**src/rtl/wsd_pkg.sv**
```systemverilog
// Shared widths, types and helpers for the WebSocket frame deframer.
package wsd_pkg;

    localparam int unsigned DATA_W   = 8;
    localparam int unsigned OPCODE_W = 4;

    typedef logic [DATA_W-1:0]   data_t;
    typedef logic [OPCODE_W-1:0] opcode_t;

    // Opcodes that the protocol leaves unassigned
    localparam opcode_t OPC_RSVD_DATA_LO = 4'h3;
    localparam opcode_t OPC_RSVD_DATA_HI = 4'h7;
    localparam opcode_t OPC_RSVD_CTRL    = 4'hb;

    // Seven-bit length codes that announce an extended length
    localparam logic [6:0] LEN_CODE_EXT16 = 7'd126;
    localparam logic [6:0] LEN_CODE_EXT64 = 7'd127;

    function automatic logic is_reserved_opcode(input opcode_t op);
        logic rsvd;
        begin
            case (op) inside
                [OPC_RSVD_DATA_LO:OPC_RSVD_DATA_HI], OPC_RSVD_CTRL: rsvd = 1'b1;
                default: rsvd = 1'b0;
            endcase
            return rsvd;
        end
    endfunction

endpackage

```
**src/rtl/wsd_if.sv**
```systemverilog
// Stream interfaces: raw byte channel and decoded result channel.
interface wsd_byte_if;
    import wsd_pkg::*;

    logic  valid;
    logic  ready;
    data_t data_byte;

    modport source (output valid, output data_byte, input ready);
    modport sink   (input valid, input data_byte, output ready);
endinterface

interface wsd_result_if;
    import wsd_pkg::*;

    logic    valid;
    logic    ready;
    data_t   payload_byte;
    logic    byte_present;
    opcode_t message_opcode;
    logic    frame_end;
    logic    message_end;
    logic    protocol_error;

    modport source (output valid, output payload_byte, output byte_present,
                    output message_opcode, output frame_end, output message_end,
                    output protocol_error, input ready);
    modport sink   (input valid, input payload_byte, input byte_present,
                    input message_opcode, input frame_end, input message_end,
                    input protocol_error, output ready);
endinterface

```
**src/rtl/websocket_frame_deframer.sv**
```systemverilog
// Streaming WebSocket frame deframer: header decode, unmasking, frame and message marks.
//
// Usage:
//   stream carries the received WebSocket byte stream, one word per handshake.
//   result carries one word per payload byte (unmasked, byte_present = 1), one
//   mark-only word (byte_present = 0, frame_end = 1) for a frame with an empty
//   payload, and a single word with protocol_error = 1 when a reserved opcode
//   (3..7 or 11) shows up in a first header byte. Header bytes give no word.
//   message_opcode is the opcode of the first fragment of the message;
//   message_end marks the last word of a frame with FIN set.
//   Timing: an accepted byte is held in the input register, and its result word
//   is loaded into the result register, from which it is valid on result.
//   Throughput: one byte per clock while the receiver does not stall; the header
//   decode, the 64-bit length count and the key XOR all settle between the input
//   register and the result register.
//   After a reserved opcode the block keeps taking bytes and drops them until
//   reset. Reset (rst_n low) returns the parser to the first header byte,
//   outside any message, and empties both registers.
//   When the receiver stalls, the result word holds; one more byte is parked in
//   the input register, then stream.ready drops until result.ready returns.
module websocket_frame_deframer #(
    parameter int unsigned LENGTH_BITS = 64
) (
    input  logic         clk,
    input  logic         rst_n,
    wsd_byte_if.sink     stream,
    wsd_result_if.source result
);
    import wsd_pkg::*;

    localparam logic [2:0] PH_HDR0    = 3'd0;
    localparam logic [2:0] PH_HDR1    = 3'd1;
    localparam logic [2:0] PH_EXTLEN  = 3'd2;
    localparam logic [2:0] PH_KEY     = 3'd3;
    localparam logic [2:0] PH_PAYLOAD = 3'd4;

    typedef logic [LENGTH_BITS-1:0] len_t;

    // Input register
    logic  in_valid_reg;
    data_t in_byte_reg;

    // Parser state
    logic [2:0]   phase_reg,     phase_next;
    logic [2:0]   hdr_cnt_reg,   hdr_cnt_next;
    logic         fin_reg,       fin_next;
    logic         masked_reg,    masked_next;
    logic         ext_long_reg,  ext_long_next;
    len_t         remain_reg,    remain_next;
    logic [31:0]  key_reg,       key_next;
    logic [1:0]   key_pos_reg,   key_pos_next;
    opcode_t      msg_opc_reg,   msg_opc_next;
    logic         in_msg_reg,    in_msg_next;
    logic         err_reg,       err_next;

    // Result register
    logic    res_valid_reg;
    data_t   res_byte_reg,    res_byte_next;
    logic    res_present_reg, res_present_next;
    opcode_t res_opc_reg,     res_opc_next;
    logic    res_fend_reg,    res_fend_next;
    logic    res_mend_reg,    res_mend_next;
    logic    res_err_reg,     res_err_next;
    logic    res_load;

    logic  out_free;
    logic  advance;
    len_t  ext_len;
    data_t key_byte;
    logic  len_zero;

    assign out_free     = !res_valid_reg || result.ready;
    assign advance      = in_valid_reg && out_free;
    assign stream.ready = !in_valid_reg || out_free;

    // Extended length: shift in one byte, saturate once the top byte is nonzero
    assign ext_len = (remain_reg[LENGTH_BITS-1 -: 8] != 8'd0) ? '1
                   : {remain_reg[LENGTH_BITS-9:0], in_byte_reg};

    always_comb
    begin
        case (key_pos_reg)
            2'd0:    key_byte = key_reg[31:24];
            2'd1:    key_byte = key_reg[23:16];
            2'd2:    key_byte = key_reg[15:8];
            default: key_byte = key_reg[7:0];
        endcase
    end

    always_comb
    begin
        phase_next    = phase_reg;
        hdr_cnt_next  = hdr_cnt_reg;
        fin_next      = fin_reg;
        masked_next   = masked_reg;
        ext_long_next = ext_long_reg;
        remain_next   = remain_reg;
        key_next      = key_reg;
        key_pos_next  = key_pos_reg;
        msg_opc_next  = msg_opc_reg;
        in_msg_next   = in_msg_reg;
        err_next      = err_reg;
        len_zero      = 1'b0;

        res_load         = 1'b0;
        res_byte_next    = '0;
        res_present_next = 1'b0;
        res_opc_next     = msg_opc_reg;
        res_fend_next    = 1'b0;
        res_mend_next    = 1'b0;
        res_err_next     = 1'b0;

        if (advance && !err_reg)
        begin
            unique case (phase_reg)
                PH_HDR0:
                begin
                    if (is_reserved_opcode(in_byte_reg[OPCODE_W-1:0]))
                    begin
                        err_next     = 1'b1;
                        res_load     = 1'b1;
                        res_opc_next = '0;
                        res_err_next = 1'b1;
                    end
                    else
                    begin
                        fin_next = in_byte_reg[7];
                        if (!in_msg_reg)
                            msg_opc_next = in_byte_reg[OPCODE_W-1:0];
                        phase_next = PH_HDR1;
                    end
                end
                PH_HDR1:
                begin
                    masked_next  = in_byte_reg[7];
                    hdr_cnt_next = '0;
                    if (in_byte_reg[6:0] == LEN_CODE_EXT16 ||
                        in_byte_reg[6:0] == LEN_CODE_EXT64)
                    begin
                        ext_long_next = (in_byte_reg[6:0] == LEN_CODE_EXT64);
                        remain_next   = '0;
                        phase_next    = PH_EXTLEN;
                    end
                    else
                    begin
                        ext_long_next = 1'b0;
                        remain_next   = len_t'(in_byte_reg[6:0]);
                        len_zero      = (in_byte_reg[6:0] == 7'd0);
                        key_pos_next  = '0;
                        if (in_byte_reg[7])
                        begin
                            key_next   = '0;
                            phase_next = PH_KEY;
                        end
                        else if (len_zero)
                        begin
                            res_load      = 1'b1;
                            res_fend_next = 1'b1;
                            res_mend_next = fin_reg;
                            in_msg_next   = !fin_reg;
                            phase_next    = PH_HDR0;
                        end
                        else
                            phase_next = PH_PAYLOAD;
                    end
                end
                PH_EXTLEN:
                begin
                    remain_next  = ext_len;
                    hdr_cnt_next = hdr_cnt_reg + 3'd1;
                    if (ext_long_reg ? (hdr_cnt_reg == 3'd7) : (hdr_cnt_reg == 3'd1))
                    begin
                        len_zero     = (ext_len == '0);
                        key_pos_next = '0;
                        if (masked_reg)
                        begin
                            key_next   = '0;
                            phase_next = PH_KEY;
                        end
                        else if (len_zero)
                        begin
                            res_load      = 1'b1;
                            res_fend_next = 1'b1;
                            res_mend_next = fin_reg;
                            in_msg_next   = !fin_reg;
                            phase_next    = PH_HDR0;
                        end
                        else
                            phase_next = PH_PAYLOAD;
                    end
                end
                PH_KEY:
                begin
                    key_next = {key_reg[23:0], in_byte_reg};
                    if (key_pos_reg == 2'd3)
                    begin
                        key_pos_next = '0;
                        if (remain_reg == '0)
                        begin
                            res_load      = 1'b1;
                            res_fend_next = 1'b1;
                            res_mend_next = fin_reg;
                            in_msg_next   = !fin_reg;
                            phase_next    = PH_HDR0;
                        end
                        else
                            phase_next = PH_PAYLOAD;
                    end
                    else
                        key_pos_next = key_pos_reg + 2'd1;
                end
                PH_PAYLOAD:
                begin
                    res_load         = 1'b1;
                    res_present_next = 1'b1;
                    res_byte_next    = masked_reg ? (in_byte_reg ^ key_byte) : in_byte_reg;
                    if (masked_reg)
                        key_pos_next = key_pos_reg + 2'd1;
                    remain_next = remain_reg - len_t'(1);
                    // Last payload byte of the frame: count was one before this byte
                    if (remain_reg == len_t'(1))
                    begin
                        res_fend_next = 1'b1;
                        res_mend_next = fin_reg;
                        in_msg_next   = !fin_reg;
                        phase_next    = PH_HDR0;
                    end
                end
                default:
                    phase_next = PH_HDR0;
            endcase
        end
    end

    // Input register: take a word whenever the slot is free or draining
    always_ff @(posedge clk or negedge rst_n)
    begin
        if (!rst_n)
            in_valid_reg <= 1'b0;
        else if (stream.ready)
            in_valid_reg <= stream.valid;
    end

    always_ff @(posedge clk)
    begin
        if (stream.ready && stream.valid)
            in_byte_reg <= stream.data_byte;
    end

    // Parser state
    always_ff @(posedge clk or negedge rst_n)
    begin
        if (!rst_n)
        begin
            phase_reg    <= PH_HDR0;
            hdr_cnt_reg  <= '0;
            fin_reg      <= 1'b0;
            masked_reg   <= 1'b0;
            ext_long_reg <= 1'b0;
            remain_reg   <= '0;
            key_reg      <= '0;
            key_pos_reg  <= '0;
            msg_opc_reg  <= '0;
            in_msg_reg   <= 1'b0;
            err_reg      <= 1'b0;
        end
        else
        begin
            phase_reg    <= phase_next;
            hdr_cnt_reg  <= hdr_cnt_next;
            fin_reg      <= fin_next;
            masked_reg   <= masked_next;
            ext_long_reg <= ext_long_next;
            remain_reg   <= remain_next;
            key_reg      <= key_next;
            key_pos_reg  <= key_pos_next;
            msg_opc_reg  <= msg_opc_next;
            in_msg_reg   <= in_msg_next;
            err_reg      <= err_next;
        end
    end

    // Result register: hold while stalled, reload or drop when free
    always_ff @(posedge clk or negedge rst_n)
    begin
        if (!rst_n)
            res_valid_reg <= 1'b0;
        else if (out_free)
            res_valid_reg <= advance && res_load;
    end

    always_ff @(posedge clk)
    begin
        if (res_load)
        begin
            res_byte_reg    <= res_byte_next;
            res_present_reg <= res_present_next;
            res_opc_reg     <= res_opc_next;
            res_fend_reg    <= res_fend_next;
            res_mend_reg    <= res_mend_next;
            res_err_reg     <= res_err_next;
        end
    end

    assign result.valid          = res_valid_reg;
    assign result.payload_byte   = res_byte_reg;
    assign result.byte_present   = res_present_reg;
    assign result.message_opcode = res_opc_reg;
    assign result.frame_end      = res_fend_reg;
    assign result.message_end    = res_mend_reg;
    assign result.protocol_error = res_err_reg;

    // Checks
    a_no_word_after_error: assert property (@(posedge clk) disable iff (!rst_n)
        res_load |-> !err_reg)
        else $error("result word produced after sticky error");

    a_error_word_clean: assert property (@(posedge clk) disable iff (!rst_n)
        (result.valid && result.protocol_error) |->
            (!result.byte_present && result.message_opcode == '0 && !result.frame_end))
        else $error("error word carries payload fields");

    a_msg_end_in_frame_end: assert property (@(posedge clk) disable iff (!rst_n)
        (result.valid && result.message_end) |-> result.frame_end)
        else $error("message end without frame end");

    a_payload_nonempty: assert property (@(posedge clk) disable iff (!rst_n)
        (phase_reg == PH_PAYLOAD) |-> (remain_reg != '0))
        else $error("payload phase with zero remaining length");

    a_mark_only_ends_frame: assert property (@(posedge clk) disable iff (!rst_n)
        (result.valid && !result.byte_present && !result.protocol_error)
            |-> result.frame_end)
        else $error("mark-only word that does not end a frame");

endmodule
```
**src/flat_wrapper.sv**
```systemverilog
// flat-port wrapper written by rule: the top's interface ports become plain ports
module websocket_frame_deframer_flat import wsd_pkg::*;
#(
    parameter int unsigned LENGTH_BITS = 64
)
  (clk, rst_n, stream_valid, stream_data_byte, stream_ready, result_valid, result_payload_byte, result_byte_present, result_message_opcode, result_frame_end, result_message_end, result_protocol_error, result_ready);
  wsd_byte_if stream_i ();
  wsd_result_if result_i ();
  input  logic clk;
  input  logic rst_n;
  input wire logic [$bits(stream_i.valid)-1:0] stream_valid;
  input wire logic [$bits(stream_i.data_byte)-1:0] stream_data_byte;
  output wire logic [$bits(stream_i.ready)-1:0] stream_ready;
  output wire logic [$bits(result_i.valid)-1:0] result_valid;
  output wire logic [$bits(result_i.payload_byte)-1:0] result_payload_byte;
  output wire logic [$bits(result_i.byte_present)-1:0] result_byte_present;
  output wire logic [$bits(result_i.message_opcode)-1:0] result_message_opcode;
  output wire logic [$bits(result_i.frame_end)-1:0] result_frame_end;
  output wire logic [$bits(result_i.message_end)-1:0] result_message_end;
  output wire logic [$bits(result_i.protocol_error)-1:0] result_protocol_error;
  input wire logic [$bits(result_i.ready)-1:0] result_ready;
  assign stream_i.valid = stream_valid;
  assign stream_i.data_byte = stream_data_byte;
  assign stream_ready = stream_i.ready;
  assign result_valid = result_i.valid;
  assign result_payload_byte = result_i.payload_byte;
  assign result_byte_present = result_i.byte_present;
  assign result_message_opcode = result_i.message_opcode;
  assign result_frame_end = result_i.frame_end;
  assign result_message_end = result_i.message_end;
  assign result_protocol_error = result_i.protocol_error;
  assign result_i.ready = result_ready;
  websocket_frame_deframer #(.LENGTH_BITS(LENGTH_BITS)) u_core (.clk(clk), .rst_n(rst_n), .stream(stream_i), .result(result_i));
endmodule
```
**config.mk**
```make
export PLATFORM = sky130hd
export DESIGN_NAME = websocket_frame_deframer_flat
export DESIGN_NICKNAME = d
export VERILOG_FILES = /design/src/rtl/wsd_pkg.sv /design/src/rtl/wsd_if.sv /design/src/rtl/websocket_frame_deframer.sv /design/src/flat_wrapper.sv
export SDC_FILE = /design/constraint.sdc
export NUM_CORES = 1
export LEC_CHECK = 0
export ABC_AREA = 1
export BUFFER_PORTS_ARGS = -buffer_cell sky130_fd_sc_hd__buf_4
export CAP_MARGIN = 20
export CORE_MARGIN = 3
export CORE_UTILIZATION = 25
export CTS_BUF_LIST = sky130_fd_sc_hd__clkbuf_8
export CTS_CLUSTER_DIAMETER = 50
export DETAILED_ROUTE_END_ITERATION = 8
export GPL_ROUTABILITY_DRIVEN = 0
export PLACE_DENSITY_LB_ADDON = 0.05
export SYNTH_ARGS = -nofsm -noshare
export SYNTH_HDL_FRONTEND = slang
export SYNTH_SLANG_ARGS = --single-unit
```
**constraint.sdc**
```tcl
create_clock -name clk -period 2.3 [get_ports clk]
set_input_delay 0.115 -clock clk [delete_from_list [all_inputs] [get_ports clk]]
set_output_delay 0.115 -clock clk [all_outputs]
set_load 0.02 [all_outputs]
```
* Word-level counts from Yosys, hierarchy flattened
Index checks and enable logic that the tools add are counted.
** Word-level totals
- Word-level logic and storage cells :: 158
- Register bits after elaboration :: 139
- Bits in latches :: 0
- ROM bits :: 0
- RAM bits :: 0
- Input bits :: 12
- Memories kept :: 0
** Operators by class
- Muxes and demuxes :: 69
- Shift operators :: 0
- Equal/unequal tests :: 26
- Add/sub/neg operators :: 3
- $mul :: 0
- Bitwise logic cells :: 3
- Reductions and logical operators :: 35
- Order comparisons :: 2
- Divide/modulo/power cells :: 0
** Operators with widths (count)
- $pmux 64 s3 :: 1
- $logic_not 64->1 :: 2
- $mux 32 :: 4
- $pmux 32 s3 :: 1
- $eq 64x1->1 const B :: 1
- $mux 64 :: 1
- $sub 64x1->64 const B :: 1
- $mux 1 :: 35
- $mux 3 :: 10
- $pmux 8 s3 :: 1
- $ne 2x1->1 const B :: 9
- $pmux 3 s5 :: 1
- $eq 7x7->1 const B :: 2
- $mux 4 :: 3
- $pmux 1 s4 :: 3
- $reduce_and 11->1 :: 1
- $reduce_and 2->1 :: 5
- $reduce_and 5->1 :: 2
- $mux 2 :: 4
- $mux 8 :: 1
- $ne 2x2->1 const B :: 4
- $pmux 2 s4 :: 1
- $reduce_bool 8->1 :: 1
- $xor 8x8->8 :: 1
- 27 further kinds :: 43

* Logic depth before layout (Yosys ltp)
- Depth after elaboration :: 10
- Mapped depth :: 14

* Least setup slack after synthesis
Ideal clock, no wire load.
- Kind :: flip-flop to flip-flop
- Start :: register u_core.remain_reg[0]
- End :: register u_core.res_present_reg (netlist: u_core.result.byte_present) (enable)
- Path buffers :: 0
- Setup slack :: 0.178 ns
- Period minus slack after synthesis :: 2.122 ns
- Data required time :: 1.936 ns
- Cell stages (with the launch flop) :: 11
- Arrival :: 1.758 ns
- Cell sequence :: dfrtp_1 inv_1 ha_1 nand2_2 inv_1 nand2_1 nor2_2 nand4_1 nand4_1 nand2_1 inv_1
** On the way
- Longest elaborated chain between the ends :: 7
** RTL lines
- start: declaration :: line websocket_frame_deframer.sv:49 : len_t remain_reg, remain_next;
- start signal: assignment :: line websocket_frame_deframer.sv:274 : remain_reg <= remain_next;
- $mux 64 :: line websocket_frame_deframer.sv:77 : assign ext_len = (remain_reg[LENGTH_BITS-1 -: 8] != 8'd0) ? '1
- $logic_not 64->1 :: line websocket_frame_deframer.sv:173 : len_zero = (ext_len == '0);
- $mux 1 :: line websocket_frame_deframer.sv:180 : else if (len_zero)
- $mux 1 :: line websocket_frame_deframer.sv:175 : if (masked_reg)
- $mux 1 :: line websocket_frame_deframer.sv:171 : if (ext_long_reg ? (hdr_cnt_reg == 3'd7) : (hdr_cnt_reg == 3'd1))
- $pmux 1 s5 (*) :: line websocket_frame_deframer.sv:115 : unique case (phase_reg)
- $mux 1 (*) :: line websocket_frame_deframer.sv:113 : if (advance && !err_reg)
- net u_core.res_load :: line websocket_frame_deframer.sv:64 : logic res_load;
- end signal: assignment :: line websocket_frame_deframer.sv:297 : res_present_reg <= res_present_next;
- end: declaration :: line websocket_frame_deframer.sv:59 : logic res_present_reg, res_present_next;
Mark *: on every way through the listed nets, which the timed path passes. The rest lies on a longest branch.
A chain may end at the register's enable or synchronous reset.

* Worst setup path in the final report
- Start :: register u_core.remain_reg[8]
- End :: register u_core.remain_reg[27]
** On the way
- Longest elaborated chain between the ends :: 2
** RTL lines
- $sub 64x1->64 :: line websocket_frame_deframer.sv:219 : remain_next = remain_reg - len_t'(1);
- $pmux 64 s3 :: line websocket_frame_deframer.sv:115
No other way between the ends.

==> flow_summary.yaml <==
detailed_routing:
  drtAntennaViolNets: 0
  num_vias: 8442
  routed_wirelength_mm: 33.25
  post_drt_wl_per_cell_um: 18.54
  wl_met1_mm: 18.10
  drc: 0
  route.met2.wl_mm: 13.82
  drt_iter0_drc: 669
  wl_met3_um: 983
  via_per_inst: 4.708
  drt_first_pass_iters: 5
  highest-signal-layer: "met4"
sta:
  worst_slew_pin_slew_ns: 0.7458
  fin_tns_setup_ns: 0
  setup_viol: 0
  fin_ws_ns: 0.1459
  finalCritPeriodShare_pct: 93.66
  period_minus_slack_ns: 2.154
  slew_headroom_pct: 50.28
  skew_ns: 0.01981
  fmax_mhz: 464.2
  hold_viol: 0
  drv_slew: 0
layout:
  areaGrowthSynthToFinish_pct: 21.92
  fillers: 3795
  antenna_cells: 0
  largest_reg_flops: 64
  finalNetCount: 1351
  drive_gt1_share_pct: 16.13
  fin_cells: 1793
clock_network:
  cts_tree: "done"
  cts_setup_buffers: 0
  cts_sinks: 139
  clk_pin_slew_ns: 0.10
  root_buffer: "clkbuf_8"
  cts_htree_levels: 4
  cts.path.max_buffers: 2
  worstSkewPairLatency_ns: 0.49
  cts_made_buffers: 17
power_and_ir_drop:
  clkPwrFrac_pct: 43.3
  swShare_pct: 27.98
  max-vdd-ir-drop_v: 0.0003436
  p_comb_share_pct: 4.2
  finalPower_mw: 4.844
  power_leakage_nw: 4.282
  powerDensity_mw_per_mm2: 457.7
  p_switching_mw: 1.356
  intPower_mw: 3.489
  seqPwrFrac_pct: 52.5
place:
  numPortBuffers: 29
  dp_slack_ns: 0.01431
  placed_cells: 1748
  dp.final_hpwl_mm: 24.74
hold_path:
  hold_class: "primary input to async pin"
grt:
  grt_antenna_before_repair: 0
  grt_pass1_wl_mm: 51.82
  grt_max_degree: 64
  track_usage_pct: 18.72
  overflow: 0
  grt_pass1_vias: 8342
synthesis:
  yosysWarnings: 0
  syn-cell-area_mm2: 0.008682
  ys_types: 43
  synth-seq-cells: 139
  syn_avg_cell_area_um2: 7.140
  netlist_instances: 1216
  syn-num-nets: 1235
  ys_seq_area_share_pct: 41.45
critical_path:
  cp_slowest_stage_delay_ns: 0.44
  path_cells: "nor2_1, nand2_1, nor2_1, nand2_2, nor2_2, inv_2, nor2_2, nand2_1, nand3_1, a22oi_1"
  cp.required_ns: 2.65
  cp_data_arrival_time_ns: 2.50
  critPathMaxFanout: 6
  cp-start-kind: "flop"
  worst_setup_path_end_kind: "flop"
  crit_type: "flop to flop"
  cp_slowest_cell: "dfrtp_1"
die:
  start_util_pct: 25.64
  ioPinCount: 30
  dieArea_mm2: 0.03700
  die_x_um: 192.4
  die_height_um: 192.4
  core-area_mm2: 0.03387
  rows: 67
run:
  drv_cap: 0
status:
  status: "completed"
[power groups by stage]
stage	combinational, mW	sequential (mW)	clock [mW]
after CTS	0.208	2.55	2.18
after floorplan	0.0542	2.59	0
after global placement	0.191	2.60	0
after detailed placement	0.190	2.60	0
final	0.203	2.55	2.10
after global routing	0.231	2.55	2.28
[critical path: cells and delay by family, from the launching register on]
family	cells	cell delay, ns
buf+inv	1	0.11
compound gates	1	0.07
simple gates	8	1.38
flops	1	0.44
[cells by family (layout without fill, tap and decap cells)]
family | Yosys count | in the layout | share of synthesized area [%]
AO/OA/AOI/OAI | 252 | 252 | 17.18
XOR/XNOR | 6 | 6 | 0.6053
adder cells (fa/ha/maj) | 7 | 7 | 1.009
buffers and inverters | 183 | 312 | 8.834
flip-flops | 139 | 139 | 41.45
AND/OR/NAND/NOR | 629 | 629 | 30.93
[layout by cell type, fill, tap and decap left out, types with 6 or more instances in the layout]
master,count
a32oi_1,6
nand3_1,105
a21oi_1,93
nor3_1,10
dlygate4sd3_1,13
clkbuf_8,17
edfxtp_1,24
o21ai_0,60
nor2_1,167
a22oi_1,47
dfrtp_1,114
buf_12,6
nand2_1,289
inv_1,129
a31oi_1,10
ha_1,7
o31ai_1,14
inv_2,10
o21ai_1,12
buf_4,118
nand4_1,14
inv_6,9
nor2_2,27
[final timing paths]
path,from,end,slack (ns),cells after the start
setup reg to reg,u_core.remain_reg[8],u_core.remain_reg[27],0.15,10
min in group clk,stream_data_byte[0],u_core.in_byte_reg[0],0.33,2
max in group asynchronous,rst_n,u_core.key_reg[25],1.52,3
setup / recovery,u_core.remain_reg[8],u_core.remain_reg[27],0.15,10
hold reg to reg,u_core.msg_opc_reg[0],u_core.msg_opc_reg[0],0.49,2
hold / removal,rst_n,u_core.remain_reg[43],0.05,2
[timing repair]
action                                  in CTS  in global routing
hold buffers                                13                  0
endpoints found under the setup margin      11                 24
hold endpoints to repair                   125                  0
pin swaps                                    0                  1
gates resized for setup                      1                 17
[cell type report]
class | count | area (µm²) | share of cell area, %
Clock inverter | 15 | 151.4 | 1.430
Tap cell | 448 | 560.5 | 5.295
Timing Repair Buffer | 138 | 1147 | 10.84
Inverter | 142 | 538.0 | 5.083
Sequential cell | 139 | 3600 | 34.01
Multi-Input combinational cell | 894 | 4354 | 41.13
Clock buffer | 17 | 234.0 | 2.210
[layer usage]
layer  global-route usage (%)  vias up
met5                        0        -
met4                    3.811        0
met3                    2.725       16
met2                    26.56      147
met1                    29.72     4006
li1                         -     4273
[metrics by stage]
step                      cell area (µm²)  util, %  hold slack [ns]
final                               10590    31.25          0.05414
after global routing                10590    31.25          0.03698
after CTS                           10550    31.14          0.02280
after detailed placement            10030    29.61         0.006978
after global placement              10030    29.61          0.01007
after floorplan                      8682        -          -0.1806
[synthesized netlist by cell type (all sizes together)]
cell type	count	area share, %
a21oi	95	5.6
a22oi	47	4.1
a31oi	10	0.72
a32oi	6	0.61
buf	23	1.9
clkbuf	18	0.78
clkinv	1	0.043
dfrtp	115	33
edfxtp	24	8.3
ha	7	1.0
inv	141	6.1
nand2	294	13
nand3	108	6.4
nand4	14	1.0
nor2	199	9.6
nor3	11	0.69
nor3b	2	0.17
nor4	1	0.072
o2111ai	1	0.10
o211ai	1	0.087
o21ai	76	4.6
o21bai	1	0.087
o31ai	14	1.2
o32ai	1	0.10
xnor2	2	0.20
xor2	4	0.40
No activity file was read; power rests on OpenSTA's default activity.
